### src/rtl/core/ptbt_pkg.sv
// Pan/tilt ball tracker package: item and state types, grid, servo and action constants.
// No dependencies; used by the interfaces, ptbt_step and pan_tilt_ball_tracker.
package ptbt_pkg;

  typedef logic [9:0]         pos_t;
  typedef logic signed [11:0] wide_t;

  typedef enum logic [2:0] {
    ACT_NONE    = 3'd0,
    ACT_LEFT    = 3'd1,
    ACT_RIGHT   = 3'd2,
    ACT_FORWARD = 3'd5,
    ACT_KICK    = 3'd6
  } action_e;

  typedef enum logic [3:0] {
    CELL_NONE = 4'd0,
    CELL_TL   = 4'd1,
    CELL_TC   = 4'd2,
    CELL_TR   = 4'd3,
    CELL_ML   = 4'd4,
    CELL_MC   = 4'd5,
    CELL_MR   = 4'd6,
    CELL_BL   = 4'd7,
    CELL_BC   = 4'd8,
    CELL_BR   = 4'd9
  } cell_e;

  typedef struct packed {
    logic [9:0]  centroid_x;
    logic [8:0]  centroid_y;
    logic [18:0] blob_area;
  } in_item_t;

  typedef struct packed {
    logic [9:0] pan_goal;
    logic [9:0] tilt_goal;
    action_e    action_code;
    logic       ball_found;
  } out_item_t;

  typedef struct packed {
    pos_t              pan_pos;
    pos_t              tilt_pos;
    logic signed [5:0] pan_step;
    logic signed [4:0] tilt_step;
    logic [2:0]        bounce_count;
    cell_e             last_cell;
    action_e           action;
  } state_t;

  // grid bands
  localparam logic [9:0] COL_A = 10'd213;
  localparam logic [9:0] COL_B = 10'd426;
  localparam logic [9:0] COL_C = 10'd640;
  localparam logic [8:0] ROW_A = 9'd160;
  localparam logic [8:0] ROW_B = 9'd320;
  localparam logic [8:0] ROW_C = 9'd480;

  // servo limits and aim points
  localparam pos_t PAN_MIN     = 10'd382;
  localparam pos_t PAN_MAX     = 10'd642;
  localparam pos_t PAN_HOME    = 10'd512;
  localparam pos_t AIM_LEFT    = 10'd482;
  localparam pos_t AIM_RIGHT   = 10'd542;
  localparam pos_t TILT_MAX    = 10'd510;
  localparam pos_t TILT_MIN    = 10'd259;
  localparam pos_t TILT_AIM    = 10'd260;
  localparam pos_t TILT_FLOOR  = 10'd230;
  localparam pos_t TILT_HOME   = 10'd390;
  localparam pos_t TILT_ROW_HI = 10'd430;
  localparam pos_t TILT_ROW_LO = 10'd350;
  localparam pos_t TILT_RESET  = 10'd490;

  localparam logic signed [5:0] PAN_STEP_TRACK  = 6'sd20;
  localparam logic signed [5:0] PAN_STEP_SWEEP  = 6'sd10;
  localparam logic signed [4:0] TILT_STEP_TRACK = 5'sd15;
  localparam logic signed [4:0] TILT_STEP_SWEEP = 5'sd10;

  localparam logic [2:0]  BOUNCE_LIMIT  = 3'd4;
  localparam logic [18:0] THRESH_RESET  = 19'd100;

endpackage

### src/rtl/core/ptbt_in_if.sv
// Input channel of the ball tracker: valid/ready plus one frame item.
// Depends on ptbt_pkg.
interface ptbt_in_if;
  logic                valid;
  logic                ready;
  ptbt_pkg::in_item_t  data;

  modport source (output valid, output data, input ready);
  modport sink   (input valid, input data, output ready);
endinterface

### src/rtl/core/ptbt_out_if.sv
// Result channel of the ball tracker: valid/ready plus servo goals and action.
// Depends on ptbt_pkg.
interface ptbt_out_if;
  logic                valid;
  logic                ready;
  ptbt_pkg::out_item_t data;

  modport source (output valid, output data, input ready);
  modport sink   (input valid, input data, output ready);
endinterface

### src/rtl/core/pan_tilt_ball_tracker.sv
// Pan/tilt ball tracker top level: input register, tracker state, result register.
// Depends on ptbt_pkg, ptbt_in_if, ptbt_out_if and ptbt_step.
//
//   channel   dir   handshake     payload
//   in_i      in    valid/ready   centroid_x, centroid_y, blob_area
//   out_o     out   valid/ready   pan_goal, tilt_goal, action_code, ball_found
//   cfg       in    cfg_we_i      cfg_wdata_i = area_threshold
//
// An accepted item passes through the input register and then the result register; one item per cycle
// sustained while the result is taken, the state update between the two registers being combinational.
// Reset restores the servo goals, steps and threshold at once, no clearing pass.
// A stalled result holds the pipe; the input register still fills behind it.
module pan_tilt_ball_tracker (
  input  logic              clk_i,
  input  logic              rst_ni,
  input  logic              cfg_we_i,
  input  logic [18:0]       cfg_wdata_i,
  ptbt_in_if.sink           in_i,
  ptbt_out_if.source        out_o
);

  logic                s1_valid_q;
  ptbt_pkg::in_item_t  s1_data_q;
  logic                out_valid_q;
  ptbt_pkg::out_item_t out_data_q;
  ptbt_pkg::state_t    state_q;
  ptbt_pkg::state_t    state_d;
  ptbt_pkg::out_item_t res_d;
  logic [18:0]         thr_q;
  logic                adv;
  logic                in_ready;

  assign adv      = s1_valid_q && (!out_valid_q || out_o.ready);
  assign in_ready = !s1_valid_q || adv;

  ptbt_step u_step (
    .cur_i  (state_q),
    .thr_i  (thr_q),
    .item_i (s1_data_q),
    .nxt_o  (state_d),
    .res_o  (res_d)
  );

  always_ff @(posedge clk_i or negedge rst_ni) begin
    if (!rst_ni) begin
      s1_valid_q  <= 1'b0;
      out_valid_q <= 1'b0;
      thr_q       <= ptbt_pkg::THRESH_RESET;
      state_q     <= '{pan_pos:      ptbt_pkg::PAN_HOME,
                       tilt_pos:     ptbt_pkg::TILT_RESET,
                       pan_step:     ptbt_pkg::PAN_STEP_TRACK,
                       tilt_step:    '0,
                       bounce_count: '0,
                       last_cell:    ptbt_pkg::CELL_NONE,
                       action:       ptbt_pkg::ACT_NONE};
    end else begin
      if (cfg_we_i) begin
        thr_q <= cfg_wdata_i;
      end
      if (in_ready) begin
        s1_valid_q <= in_i.valid;
      end
      if (adv) begin
        state_q     <= state_d;
        out_valid_q <= 1'b1;
      end else if (out_o.ready) begin
        out_valid_q <= 1'b0;
      end
    end
  end

  always_ff @(posedge clk_i) begin
    if (in_ready && in_i.valid) begin
      s1_data_q <= in_i.data;
    end
    if (adv) begin
      out_data_q <= res_d;
    end
  end

  assign in_i.ready  = in_ready;
  assign out_o.valid = out_valid_q;
  assign out_o.data  = out_data_q;

`ifndef SYNTHESIS
  a_pan_range: assert property (@(posedge clk_i) disable iff (!rst_ni)
    state_q.pan_pos >= ptbt_pkg::PAN_MIN && state_q.pan_pos <= ptbt_pkg::PAN_MAX)
    else $error("pan goal out of range");

  a_tilt_range: assert property (@(posedge clk_i) disable iff (!rst_ni)
    state_q.tilt_pos >= ptbt_pkg::TILT_FLOOR && state_q.tilt_pos <= ptbt_pkg::TILT_MAX)
    else $error("tilt goal out of range");

  a_bounce_limit: assert property (@(posedge clk_i) disable iff (!rst_ni)
    state_q.bounce_count <= ptbt_pkg::BOUNCE_LIMIT)
    else $error("bounce count past limit");

  a_adv_result: assert property (@(posedge clk_i) disable iff (!rst_ni)
    adv |=> out_valid_q && out_data_q.pan_goal == state_q.pan_pos
            && out_data_q.tilt_goal == state_q.tilt_pos)
    else $error("result does not match updated state");
`endif

endmodule

### src/rtl/core/ptbt_step.sv
// Next-state logic for one frame: grid lookup, tracking step and search sweep.
// Depends on ptbt_pkg.
module ptbt_step (
  input  ptbt_pkg::state_t    cur_i,
  input  logic [18:0]         thr_i,
  input  ptbt_pkg::in_item_t  item_i,
  output ptbt_pkg::state_t    nxt_o,
  output ptbt_pkg::out_item_t res_o
);

  function automatic ptbt_pkg::wide_t ext_pos(ptbt_pkg::pos_t v);
    return $signed({2'b00, v});
  endfunction

  function automatic ptbt_pkg::action_e side_action(ptbt_pkg::pos_t pan,
                                                    ptbt_pkg::action_e centre);
    if (pan < ptbt_pkg::AIM_LEFT) begin
      return ptbt_pkg::ACT_RIGHT;
    end else if (pan > ptbt_pkg::AIM_RIGHT) begin
      return ptbt_pkg::ACT_LEFT;
    end
    return centre;
  endfunction

  logic              found;
  logic [1:0]        col;
  logic [1:0]        row;
  logic              in_grid;
  ptbt_pkg::cell_e   grid_cell;
  ptbt_pkg::cell_e   sel_cell;
  ptbt_pkg::state_t  nxt;
  ptbt_pkg::wide_t   pan_w;
  ptbt_pkg::wide_t   tilt_w;

  assign found = item_i.blob_area >= thr_i;

  always_comb begin
    col = 2'd3;
    if (item_i.centroid_x <= ptbt_pkg::COL_A) begin
      col = 2'd0;
    end else if (item_i.centroid_x <= ptbt_pkg::COL_B) begin
      col = 2'd1;
    end else if (item_i.centroid_x <= ptbt_pkg::COL_C) begin
      col = 2'd2;
    end
    row = 2'd3;
    if (item_i.centroid_y <= ptbt_pkg::ROW_A) begin
      row = 2'd0;
    end else if (item_i.centroid_y <= ptbt_pkg::ROW_B) begin
      row = 2'd1;
    end else if (item_i.centroid_y <= ptbt_pkg::ROW_C) begin
      row = 2'd2;
    end
    in_grid = (col != 2'd3) && (row != 2'd3);
    unique case ({row, col})
      4'b0000: grid_cell = ptbt_pkg::CELL_TL;
      4'b0001: grid_cell = ptbt_pkg::CELL_TC;
      4'b0010: grid_cell = ptbt_pkg::CELL_TR;
      4'b0100: grid_cell = ptbt_pkg::CELL_ML;
      4'b0101: grid_cell = ptbt_pkg::CELL_MC;
      4'b0110: grid_cell = ptbt_pkg::CELL_MR;
      4'b1000: grid_cell = ptbt_pkg::CELL_BL;
      4'b1001: grid_cell = ptbt_pkg::CELL_BC;
      4'b1010: grid_cell = ptbt_pkg::CELL_BR;
      default: grid_cell = ptbt_pkg::CELL_NONE;
    endcase
    sel_cell = in_grid ? grid_cell : cur_i.last_cell;
  end

  always_comb begin
    nxt    = cur_i;
    pan_w  = '0;
    tilt_w = '0;
    if (found) begin
      nxt.last_cell = sel_cell;
      if (sel_cell == ptbt_pkg::CELL_MC) begin
        nxt.pan_step  = '0;
        nxt.tilt_step = '0;
        nxt.action    = (cur_i.tilt_pos > ptbt_pkg::TILT_AIM) ?
                        side_action(cur_i.pan_pos, ptbt_pkg::ACT_FORWARD) :
                        ptbt_pkg::ACT_KICK;
      end else begin
        case (sel_cell) inside
          ptbt_pkg::CELL_TL, ptbt_pkg::CELL_TC, ptbt_pkg::CELL_TR:
            nxt.tilt_step = ptbt_pkg::TILT_STEP_TRACK;
          ptbt_pkg::CELL_ML, ptbt_pkg::CELL_MR:
            nxt.tilt_step = '0;
          ptbt_pkg::CELL_BL, ptbt_pkg::CELL_BC, ptbt_pkg::CELL_BR:
            nxt.tilt_step = -ptbt_pkg::TILT_STEP_TRACK;
          default: nxt.tilt_step = cur_i.tilt_step;
        endcase
        case (sel_cell) inside
          ptbt_pkg::CELL_TL, ptbt_pkg::CELL_ML, ptbt_pkg::CELL_BL:
            nxt.pan_step = ptbt_pkg::PAN_STEP_TRACK;
          ptbt_pkg::CELL_TC, ptbt_pkg::CELL_BC:
            nxt.pan_step = '0;
          ptbt_pkg::CELL_TR, ptbt_pkg::CELL_MR, ptbt_pkg::CELL_BR:
            nxt.pan_step = -ptbt_pkg::PAN_STEP_TRACK;
          default: nxt.pan_step = cur_i.pan_step;
        endcase
      end
      tilt_w = ext_pos(cur_i.tilt_pos) + ptbt_pkg::wide_t'(nxt.tilt_step);
      pan_w  = ext_pos(cur_i.pan_pos) + ptbt_pkg::wide_t'(nxt.pan_step);
      if (pan_w < ext_pos(ptbt_pkg::PAN_MIN)) begin
        nxt.pan_pos = ptbt_pkg::PAN_MIN;
        nxt.action  = ptbt_pkg::ACT_RIGHT;
      end else if (pan_w > ext_pos(ptbt_pkg::PAN_MAX)) begin
        nxt.pan_pos = ptbt_pkg::PAN_MAX;
        nxt.action  = ptbt_pkg::ACT_LEFT;
      end else begin
        nxt.pan_pos = pan_w[9:0];
      end
      if (tilt_w > ext_pos(ptbt_pkg::TILT_MAX)) begin
        nxt.tilt_pos = ptbt_pkg::TILT_MAX;
      end else if (tilt_w < ext_pos(ptbt_pkg::TILT_MIN)) begin
        nxt.tilt_pos = ptbt_pkg::TILT_MIN;
        nxt.action   = side_action(nxt.pan_pos, ptbt_pkg::ACT_KICK);
      end else begin
        nxt.tilt_pos = tilt_w[9:0];
      end
      nxt.bounce_count = '0;
    end else begin
      if (cur_i.bounce_count < ptbt_pkg::BOUNCE_LIMIT) begin
        pan_w = ext_pos(cur_i.pan_pos) + ptbt_pkg::wide_t'(cur_i.pan_step);
        if (pan_w < ext_pos(ptbt_pkg::PAN_MIN)) begin
          nxt.pan_pos      = ptbt_pkg::PAN_MIN;
          nxt.pan_step     = -cur_i.pan_step;
          nxt.bounce_count = cur_i.bounce_count + 3'd1;
          tilt_w = ext_pos((cur_i.pan_step < 0) ? ptbt_pkg::TILT_ROW_HI :
                                                  ptbt_pkg::TILT_ROW_LO)
                   + ptbt_pkg::wide_t'(cur_i.tilt_step);
          nxt.tilt_pos = tilt_w[9:0];
        end else if (pan_w > ext_pos(ptbt_pkg::PAN_MAX)) begin
          nxt.pan_pos      = ptbt_pkg::PAN_MAX;
          nxt.pan_step     = -cur_i.pan_step;
          nxt.bounce_count = cur_i.bounce_count + 3'd1;
          nxt.tilt_pos     = (cur_i.pan_step < 0) ? ptbt_pkg::TILT_ROW_HI :
                                                    ptbt_pkg::TILT_ROW_LO;
        end else begin
          nxt.pan_pos = pan_w[9:0];
        end
        nxt.action = ptbt_pkg::ACT_NONE;
      end else begin
        nxt.pan_pos      = ptbt_pkg::PAN_HOME;
        nxt.tilt_pos     = ptbt_pkg::TILT_HOME;
        nxt.bounce_count = '0;
        nxt.pan_step     = ptbt_pkg::PAN_STEP_SWEEP;
        nxt.tilt_step    = ptbt_pkg::TILT_STEP_SWEEP;
        nxt.action       = ptbt_pkg::ACT_LEFT;
      end
      // tilt creep of the sweep
      if (nxt.tilt_step == -ptbt_pkg::TILT_STEP_SWEEP) begin
        tilt_w = ext_pos(nxt.tilt_pos) - ptbt_pkg::wide_t'(ptbt_pkg::TILT_STEP_SWEEP);
        if (tilt_w <= ext_pos(ptbt_pkg::TILT_FLOOR)) begin
          nxt.tilt_pos = ptbt_pkg::TILT_FLOOR;
          if (nxt.pan_step == '0) begin
            nxt.pan_step = ptbt_pkg::PAN_STEP_SWEEP;
            nxt.tilt_pos = ptbt_pkg::TILT_HOME;
          end
        end else begin
          nxt.tilt_pos = tilt_w[9:0];
        end
      end else if (nxt.tilt_step == ptbt_pkg::TILT_STEP_SWEEP) begin
        tilt_w = ext_pos(nxt.tilt_pos) + ptbt_pkg::wide_t'(ptbt_pkg::TILT_STEP_SWEEP);
        if (tilt_w >= ext_pos(ptbt_pkg::TILT_MAX)) begin
          nxt.tilt_pos = ptbt_pkg::TILT_MAX;
          if (nxt.pan_step == '0) begin
            nxt.pan_step = -ptbt_pkg::PAN_STEP_SWEEP;
            nxt.tilt_pos = ptbt_pkg::TILT_HOME;
          end
        end else begin
          nxt.tilt_pos = tilt_w[9:0];
        end
      end
    end
  end

  assign nxt_o             = nxt;
  assign res_o.pan_goal    = nxt.pan_pos;
  assign res_o.tilt_goal   = nxt.tilt_pos;
  assign res_o.action_code = nxt.action;
  assign res_o.ball_found  = found;

endmodule

### src/flat_wrapper.sv
// flat-port wrapper written by rule: the top's interface ports become plain ports
module pan_tilt_ball_tracker_flat 
  (clk_i, rst_ni, cfg_we_i, cfg_wdata_i, in_i_valid, in_i_data, in_i_ready, out_o_valid, out_o_data, out_o_ready);
  ptbt_in_if in_i_i ();
  ptbt_out_if out_o_i ();
  input  logic clk_i;
  input  logic rst_ni;
  input  logic cfg_we_i;
  input  logic [18:0] cfg_wdata_i;
  input wire logic [$bits(in_i_i.valid)-1:0] in_i_valid;
  input wire logic [$bits(in_i_i.data)-1:0] in_i_data;
  output wire logic [$bits(in_i_i.ready)-1:0] in_i_ready;
  output wire logic [$bits(out_o_i.valid)-1:0] out_o_valid;
  output wire logic [$bits(out_o_i.data)-1:0] out_o_data;
  input wire logic [$bits(out_o_i.ready)-1:0] out_o_ready;
  assign in_i_i.valid = in_i_valid;
  assign in_i_i.data = in_i_data;
  assign in_i_ready = in_i_i.ready;
  assign out_o_valid = out_o_i.valid;
  assign out_o_data = out_o_i.data;
  assign out_o_i.ready = out_o_ready;
  pan_tilt_ball_tracker u_core (.clk_i(clk_i), .rst_ni(rst_ni), .cfg_we_i(cfg_we_i), .cfg_wdata_i(cfg_wdata_i), .in_i(in_i_i), .out_o(out_o_i));
endmodule
### config.mk
export PLATFORM = sky130hd
export DESIGN_NAME = pan_tilt_ball_tracker_flat
export DESIGN_NICKNAME = d
export VERILOG_FILES = /design/src/rtl/core/ptbt_pkg.sv /design/src/rtl/core/ptbt_in_if.sv /design/src/rtl/core/ptbt_out_if.sv /design/src/rtl/core/pan_tilt_ball_tracker.sv /design/src/rtl/core/ptbt_step.sv /design/src/flat_wrapper.sv
export SDC_FILE = /design/constraint.sdc
export NUM_CORES = 1
export LEC_CHECK = 0
export BUFFER_PORTS_ARGS = -buffer_cell sky130_fd_sc_hd__buf_2
export CAP_MARGIN = 20
export CORE_ASPECT_RATIO = 1.25
export CORE_MARGIN = 5
export CORE_UTILIZATION = 45
export DETAILED_ROUTE_END_ITERATION = 8
export PLACE_DENSITY = 0.74
export SETUP_SLACK_MARGIN = 0.05
export SLEW_MARGIN = 20
export SYNTH_ARGS = -nofsm -noshare
export SYNTH_HDL_FRONTEND = slang
export SYNTH_SLANG_ARGS = --single-unit
### constraint.sdc
create_clock -name clk_i -period 9.2 [get_ports clk_i]
set_input_delay 1.38 -clock clk_i [delete_from_list [all_inputs] [get_ports clk_i]]
set_output_delay 1.38 -clock clk_i [all_outputs]
set_load 0.02 [all_outputs]
==> metrics.csv, run 1 <==
metric;value;unit
final_cell_mix;nand2_1, buf_2, nor2_1;
synthesis.nets;1205;
wl_per_cell;18.1;um
final_common_cell;nand2_1;
io_buffers;87;
dr.first_iter.drc_count;606;
postLayoutCellArea;11000;um^2
finalHoldViolations;0;
syn2layout_area_growth;12.6;%
slew_headroom;42.6;%
syn_area;9780;um^2
post-cts-setup-buffers;0;
final.setup.tns;0;ns
drive_gt1_share;18.2;%
synthTopCellsByArea;edfxtp_1, dfrtp_1, ha_1, nand2_1, o21ai_0;
cts.sinks;124;
critPathKind;reg2reg;
drt-total-wl;26.0;mm
fin_worst_skew;0.0143;ns
cpPeakStageDelay;0.74;ns
critPathArrivalTime;7.97;ns
rsz0062_at_grt;false;
synth-seq-cells;124;
grt_pass1_wl;42.0;mm
critPathLaunchType;register;
slew_viol_final;0;
synth-async-reset-ratio;50.0;%
num-nets-final;1277;
cts_tree;done;
cts_buffer_depth;2;
fin_crit_sh;83.4;%
outcome;complete, no violations;
drc;0;
h-tree-depth;4;
maxCapViolCount;0;
end_kind;register;
r2r-start;u_core.s1_data_q[34];
start_util;45.6;%
core.rowCount;60;
antenna_found_initial;0;
vias_per_cell;6.08;
dpl.hpwl;19.3;mm
via_count;8741;
ant_nets;0;
overflow;0;
hold_path_startpoint;u_core.state_q[0];
yosysTopAreaCellShare;19.0;%
hold_buffers;0;
ys_seq_area_share;35.0;%
core_area;21500;um^2
place.gp.congestion;0.973;
dr.pass1.iters;8;
tightest_slew;0.837;ns
cts_resized;0;
synth_cells;1073;
yosysWarnings;0;
placed_area;10400;um^2
max_freq;0.130;GHz
die_w;142;um
ios;88;
ys_types;108;
path_delay_family;compound AO/OA/AOI/OAI gates;
path_clk_slew;0.06;ns
cts_buffers;17;
crit_path_top_delay_cell;a22oi_1;
synth_edf_count;62;
period_needed;7.67;ns
first_global_vias;8419;
yosys.area.top_type;edfxtp_1;
dieArea;24800;um^2
holdCritPathClass;reg2reg;
grt_max_degree;63;
required;9.50;ns
synth-main-ff-cell;edfxtp_1;
clock-root-buffer;clkbuf_16;
cp-startpoint;u_core.s1_data_q[34];
cp_max_fo;11;
finalSetupViolCount;0;
timing.critical_path.buf_inv;2;
syn_area_per_cell;9.12;um^2
insertion_delay;0.42;ns
track_usage;20.6;%
antenna_cells;0;
die_y;175;um
path summary, 6_finish.rpt:
| kind | to | slack, ns | cells after the start |
|---|---|---|---|
| worst max register to register | u_core.state_q[2] | 1.53 | 27 |
| worst max-delay path | u_core.state_q[2] | 1.53 | 27 |
| worst min register to register | u_core.state_q[0] | 0.48 | 2 |
| worst min-delay path | u_core.state_q[0] | 0.48 | 2 |
| max in group asynchronous | u_core.state_q[20] | 7.50 | 2 |
| min in group asynchronous | u_core.thr_q[1] | 1.13 | 2 |
registers in the layout, summed over array words and instances, names as in the netlist:
name,count
u_core.s1_data_q,38
u_core.state_q,41
u_core.s1_valid_q,1
u_core.out_o.data,24
u_core.thr_q,19
u_core.out_o.valid,1
cell families (layout without fill, tap and decap cells):
kind of cell | Yosys count | in the layout | share of synthesized area, %
XOR/XNOR | 36 | 36 | 3.22
AND/OR/NAND/NOR | 369 | 369 | 19.2
adder cells (fa/ha/maj) | 70 | 70 | 9.18
multiplexers | 18 | 18 | 2.06
flip-flops | 124 | 124 | 35.0
buffers and inverters | 98 | 183 | 4.72
AO/OA/AOI/OAI | 358 | 358 | 26.6
synthesized netlist by cell type (all sizes together), types with 23 or more instances:
cell and instances:
a21o 27, inv 57, nand2 105, a31oi 31, o21ai 79, nor2 86, a21oi 66, dfrtp 50
buf 23, ha 67, nor3 27, nand3 35, edfxtp 62, xnor2 29
final cells by class:
class | instances | area, um^2
repair buffers | 94 | 488
well taps | 279 | 349
flip-flops and latches | 124 | 3430
multi-input cells | 851 | 5900
fillers | 2018 | 10500
clock buffers | 17 | 425
inverters | 57 | 214
clock inverters | 15 | 211
metal layers:
layer	GRT usage (%)	part of all wire [%]	up-vias	routed length [um]
met2	36.5	51	326	13200
li1	-	-	4205	-
met3	2.68	5.5	68	1440
met4	9.64	3.9	0	1010
met1	24.6	40	4142	10300
met5	0	0	-	0
through the flow:
step / utilization [%] / hold slack (ns) / instances / setup slack (ns)
final: 51.3 / 0.481 / 1437 / 1.53
after global routing: 51.3 / 0.512 / 1437 / 0.839
after CTS: 51.3 / 0.480 / 1437 / 1.54
after detailed placement: 48.3 / 0.465 / 1405 / 1.59
after global placement: 48.3 / 0.460 / 1405 / 1.83
after floorplan: - / 0.444 / 1073 / 2.83
worst min-delay path: cells and delay by family, from the launching register on:
family,cells,cell delay [ns]
and+or+nand+nor,1,0.05
AOI/OAI and AO/OA,1,0.06
DFF,1,0.34
Power of run 1 is left out: the tool's default activity adds up to more than one toggle a clock period on the data nets, which glitch-free logic cannot reach.
==> inputs of run 2 (changes only) <==
clock period = 7.55 ns   (was 9.2 ns; I/O delays follow)
==> metrics.csv, run 2 (synthesis gave the netlist of run 1 again) <==
metric;value;unit
reg2reg_slack;0.51;ns
slew_headroom;42.4;%
ios;88;
start_util;45.6;%
critPathKind;reg2reg;
track_usage;21.5;%
cts_buffer_depth;2;
finalSetupViolCount;0;
r2r-start;u_core.s1_data_q[30];
dpl_worst_slack;0.612;ns
num-nets-final;1282;
cts_buffers;17;
ant_nets;0;
max_freq;0.142;GHz
slew_viol_final;0;
path_clk_slew;0.06;ns
final_common_cell;nand2_1;
antenna_cells;0;
syn2layout_area_growth;12.1;%
finalHoldViolations;0;
period_needed;7.04;ns
multi_input_area;5900;um^2
overflow;0;
drive_gt1_share;18.6;%
largest_reg_flops;41;
drc;0;
cp_max_fo;12;
end_kind;register;
final.setup.tns;0;ns
seq_area;3430;um^2
cp_common_cell;a21oi_1;
cp-startpoint;u_core.s1_data_q[30];
placed_area;10400;um^2
antenna_found_initial;0;
regMostFlops;u_core.state_q;
place.gp.congestion;0.953;
grt_pass1_wl;43.8;mm
final_cell_mix;nand2_1, buf_2, nor2_1;
first_global_vias;8749;
h-tree-depth;4;
io_buffers;87;
holdCritPathClass;reg2reg;
dr.pass1.iters;6;
postLayoutCellArea;11000;um^2
cts_tree;done;
cts.sinks;124;
tightest_slew;0.864;ns
via_count;8932;
fin_crit_sh;93.2;%
dpl.hpwl;19.7;mm
dieArea;24800;um^2
worst_slack;0.512;ns
rsz0062_at_grt;true;
outcome;complete, no violations;
critPathArrivalTime;7.34;ns
drt-total-wl;26.7;mm
dr.first_iter.drc_count;727;
fillCellCount;2031;
core.rowCount;60;
crit_path_top_delay_cell;o311a_1;
required;7.85;ns
die_w;142;um
hold_buffers;0;
fin_worst_skew;0.0160;ns
critPathLaunchType;register;
insertion_delay;0.42;ns
vias_per_cell;6.19;
timing.rr.end;u_core.state_q[36];
grt_max_degree;63;
core_area;21500;um^2
cpPeakStageDelay;0.44;ns
critPathCapture;u_core.state_q[36];
wl_per_cell;18.5;um
rr_worst_depth;28;
clock-root-buffer;clkbuf_16;
maxCapViolCount;0;
die_y;175;um
-- run 2: how the worst min path moves through the flow --
stage | start | slack (ns) | depth (start not counted) | endpoint
after floorplan | u_core.state_q[0] | 0.44 | 2 | u_core.state_q[0]
after global placement | u_core.s1_valid_q | 0.47 | 1 | u_core.out_o.valid
after detailed placement | u_core.state_q[0] | 0.48 | 2 | u_core.state_q[0]
after CTS | u_core.state_q[0] | 0.49 | 2 | u_core.state_q[0]
after global routing | u_core.state_q[1] | 0.51 | 1 | u_core.state_q[1]
final | u_core.state_q[0] | 0.49 | 2 | u_core.state_q[0]
-- run 2: per-stage QoR --
step	hold slack [ns]	cells	utilization [%]
CTS	0.494	1442	51.1
global placement	0.466	1410	48.5
finish	0.490	1442	51.1
floorplan	0.444	1073	-
global route	0.512	1442	51.1
detailed placement	0.478	1410	48.5
-- run 2: critical path, delay by kind of cell, from the launching register on --
kind,cells,cell delay [ns]
compound gates,15,3.54
xor+xnor,1,0.37
simple gates,7,1.46
mux,1,0.28
buf+inv,2,0.26
flops,1,0.41
fa+ha+maj,2,0.59
-- run 2: cell type report --
| class | instances | share of cell area [%] |
|---|---|---|
| multi-input cells | 851 | 53.8 |
| flip-flops and latches | 124 | 31.3 |
| repair buffers | 99 | 4.79 |
| clock buffers | 20 | 4.16 |
| well taps | 279 | 3.18 |
| inverters | 57 | 1.95 |
| clock inverters | 12 | 0.821 |
-- run 2: what timing repair did --
item / in CTS / in global routing
endpoints found under the setup margin: 0 / 15
gates resized for setup: 0 / 2
setup buffers: 0 / 0
-- run 2: metal layers --
layer / track usage, % / wire [um] / vias to the layer above
met4: 10.3 / 1230 / 0
met2: 37.8 / 13400 / 353
met3: 3.07 / 1550 / 94
met5: 0 / 0 / -
met1: 25.6 / 10500 / 4259
li1: - / - / 4226
Power of run 2 is left out for the same reason.
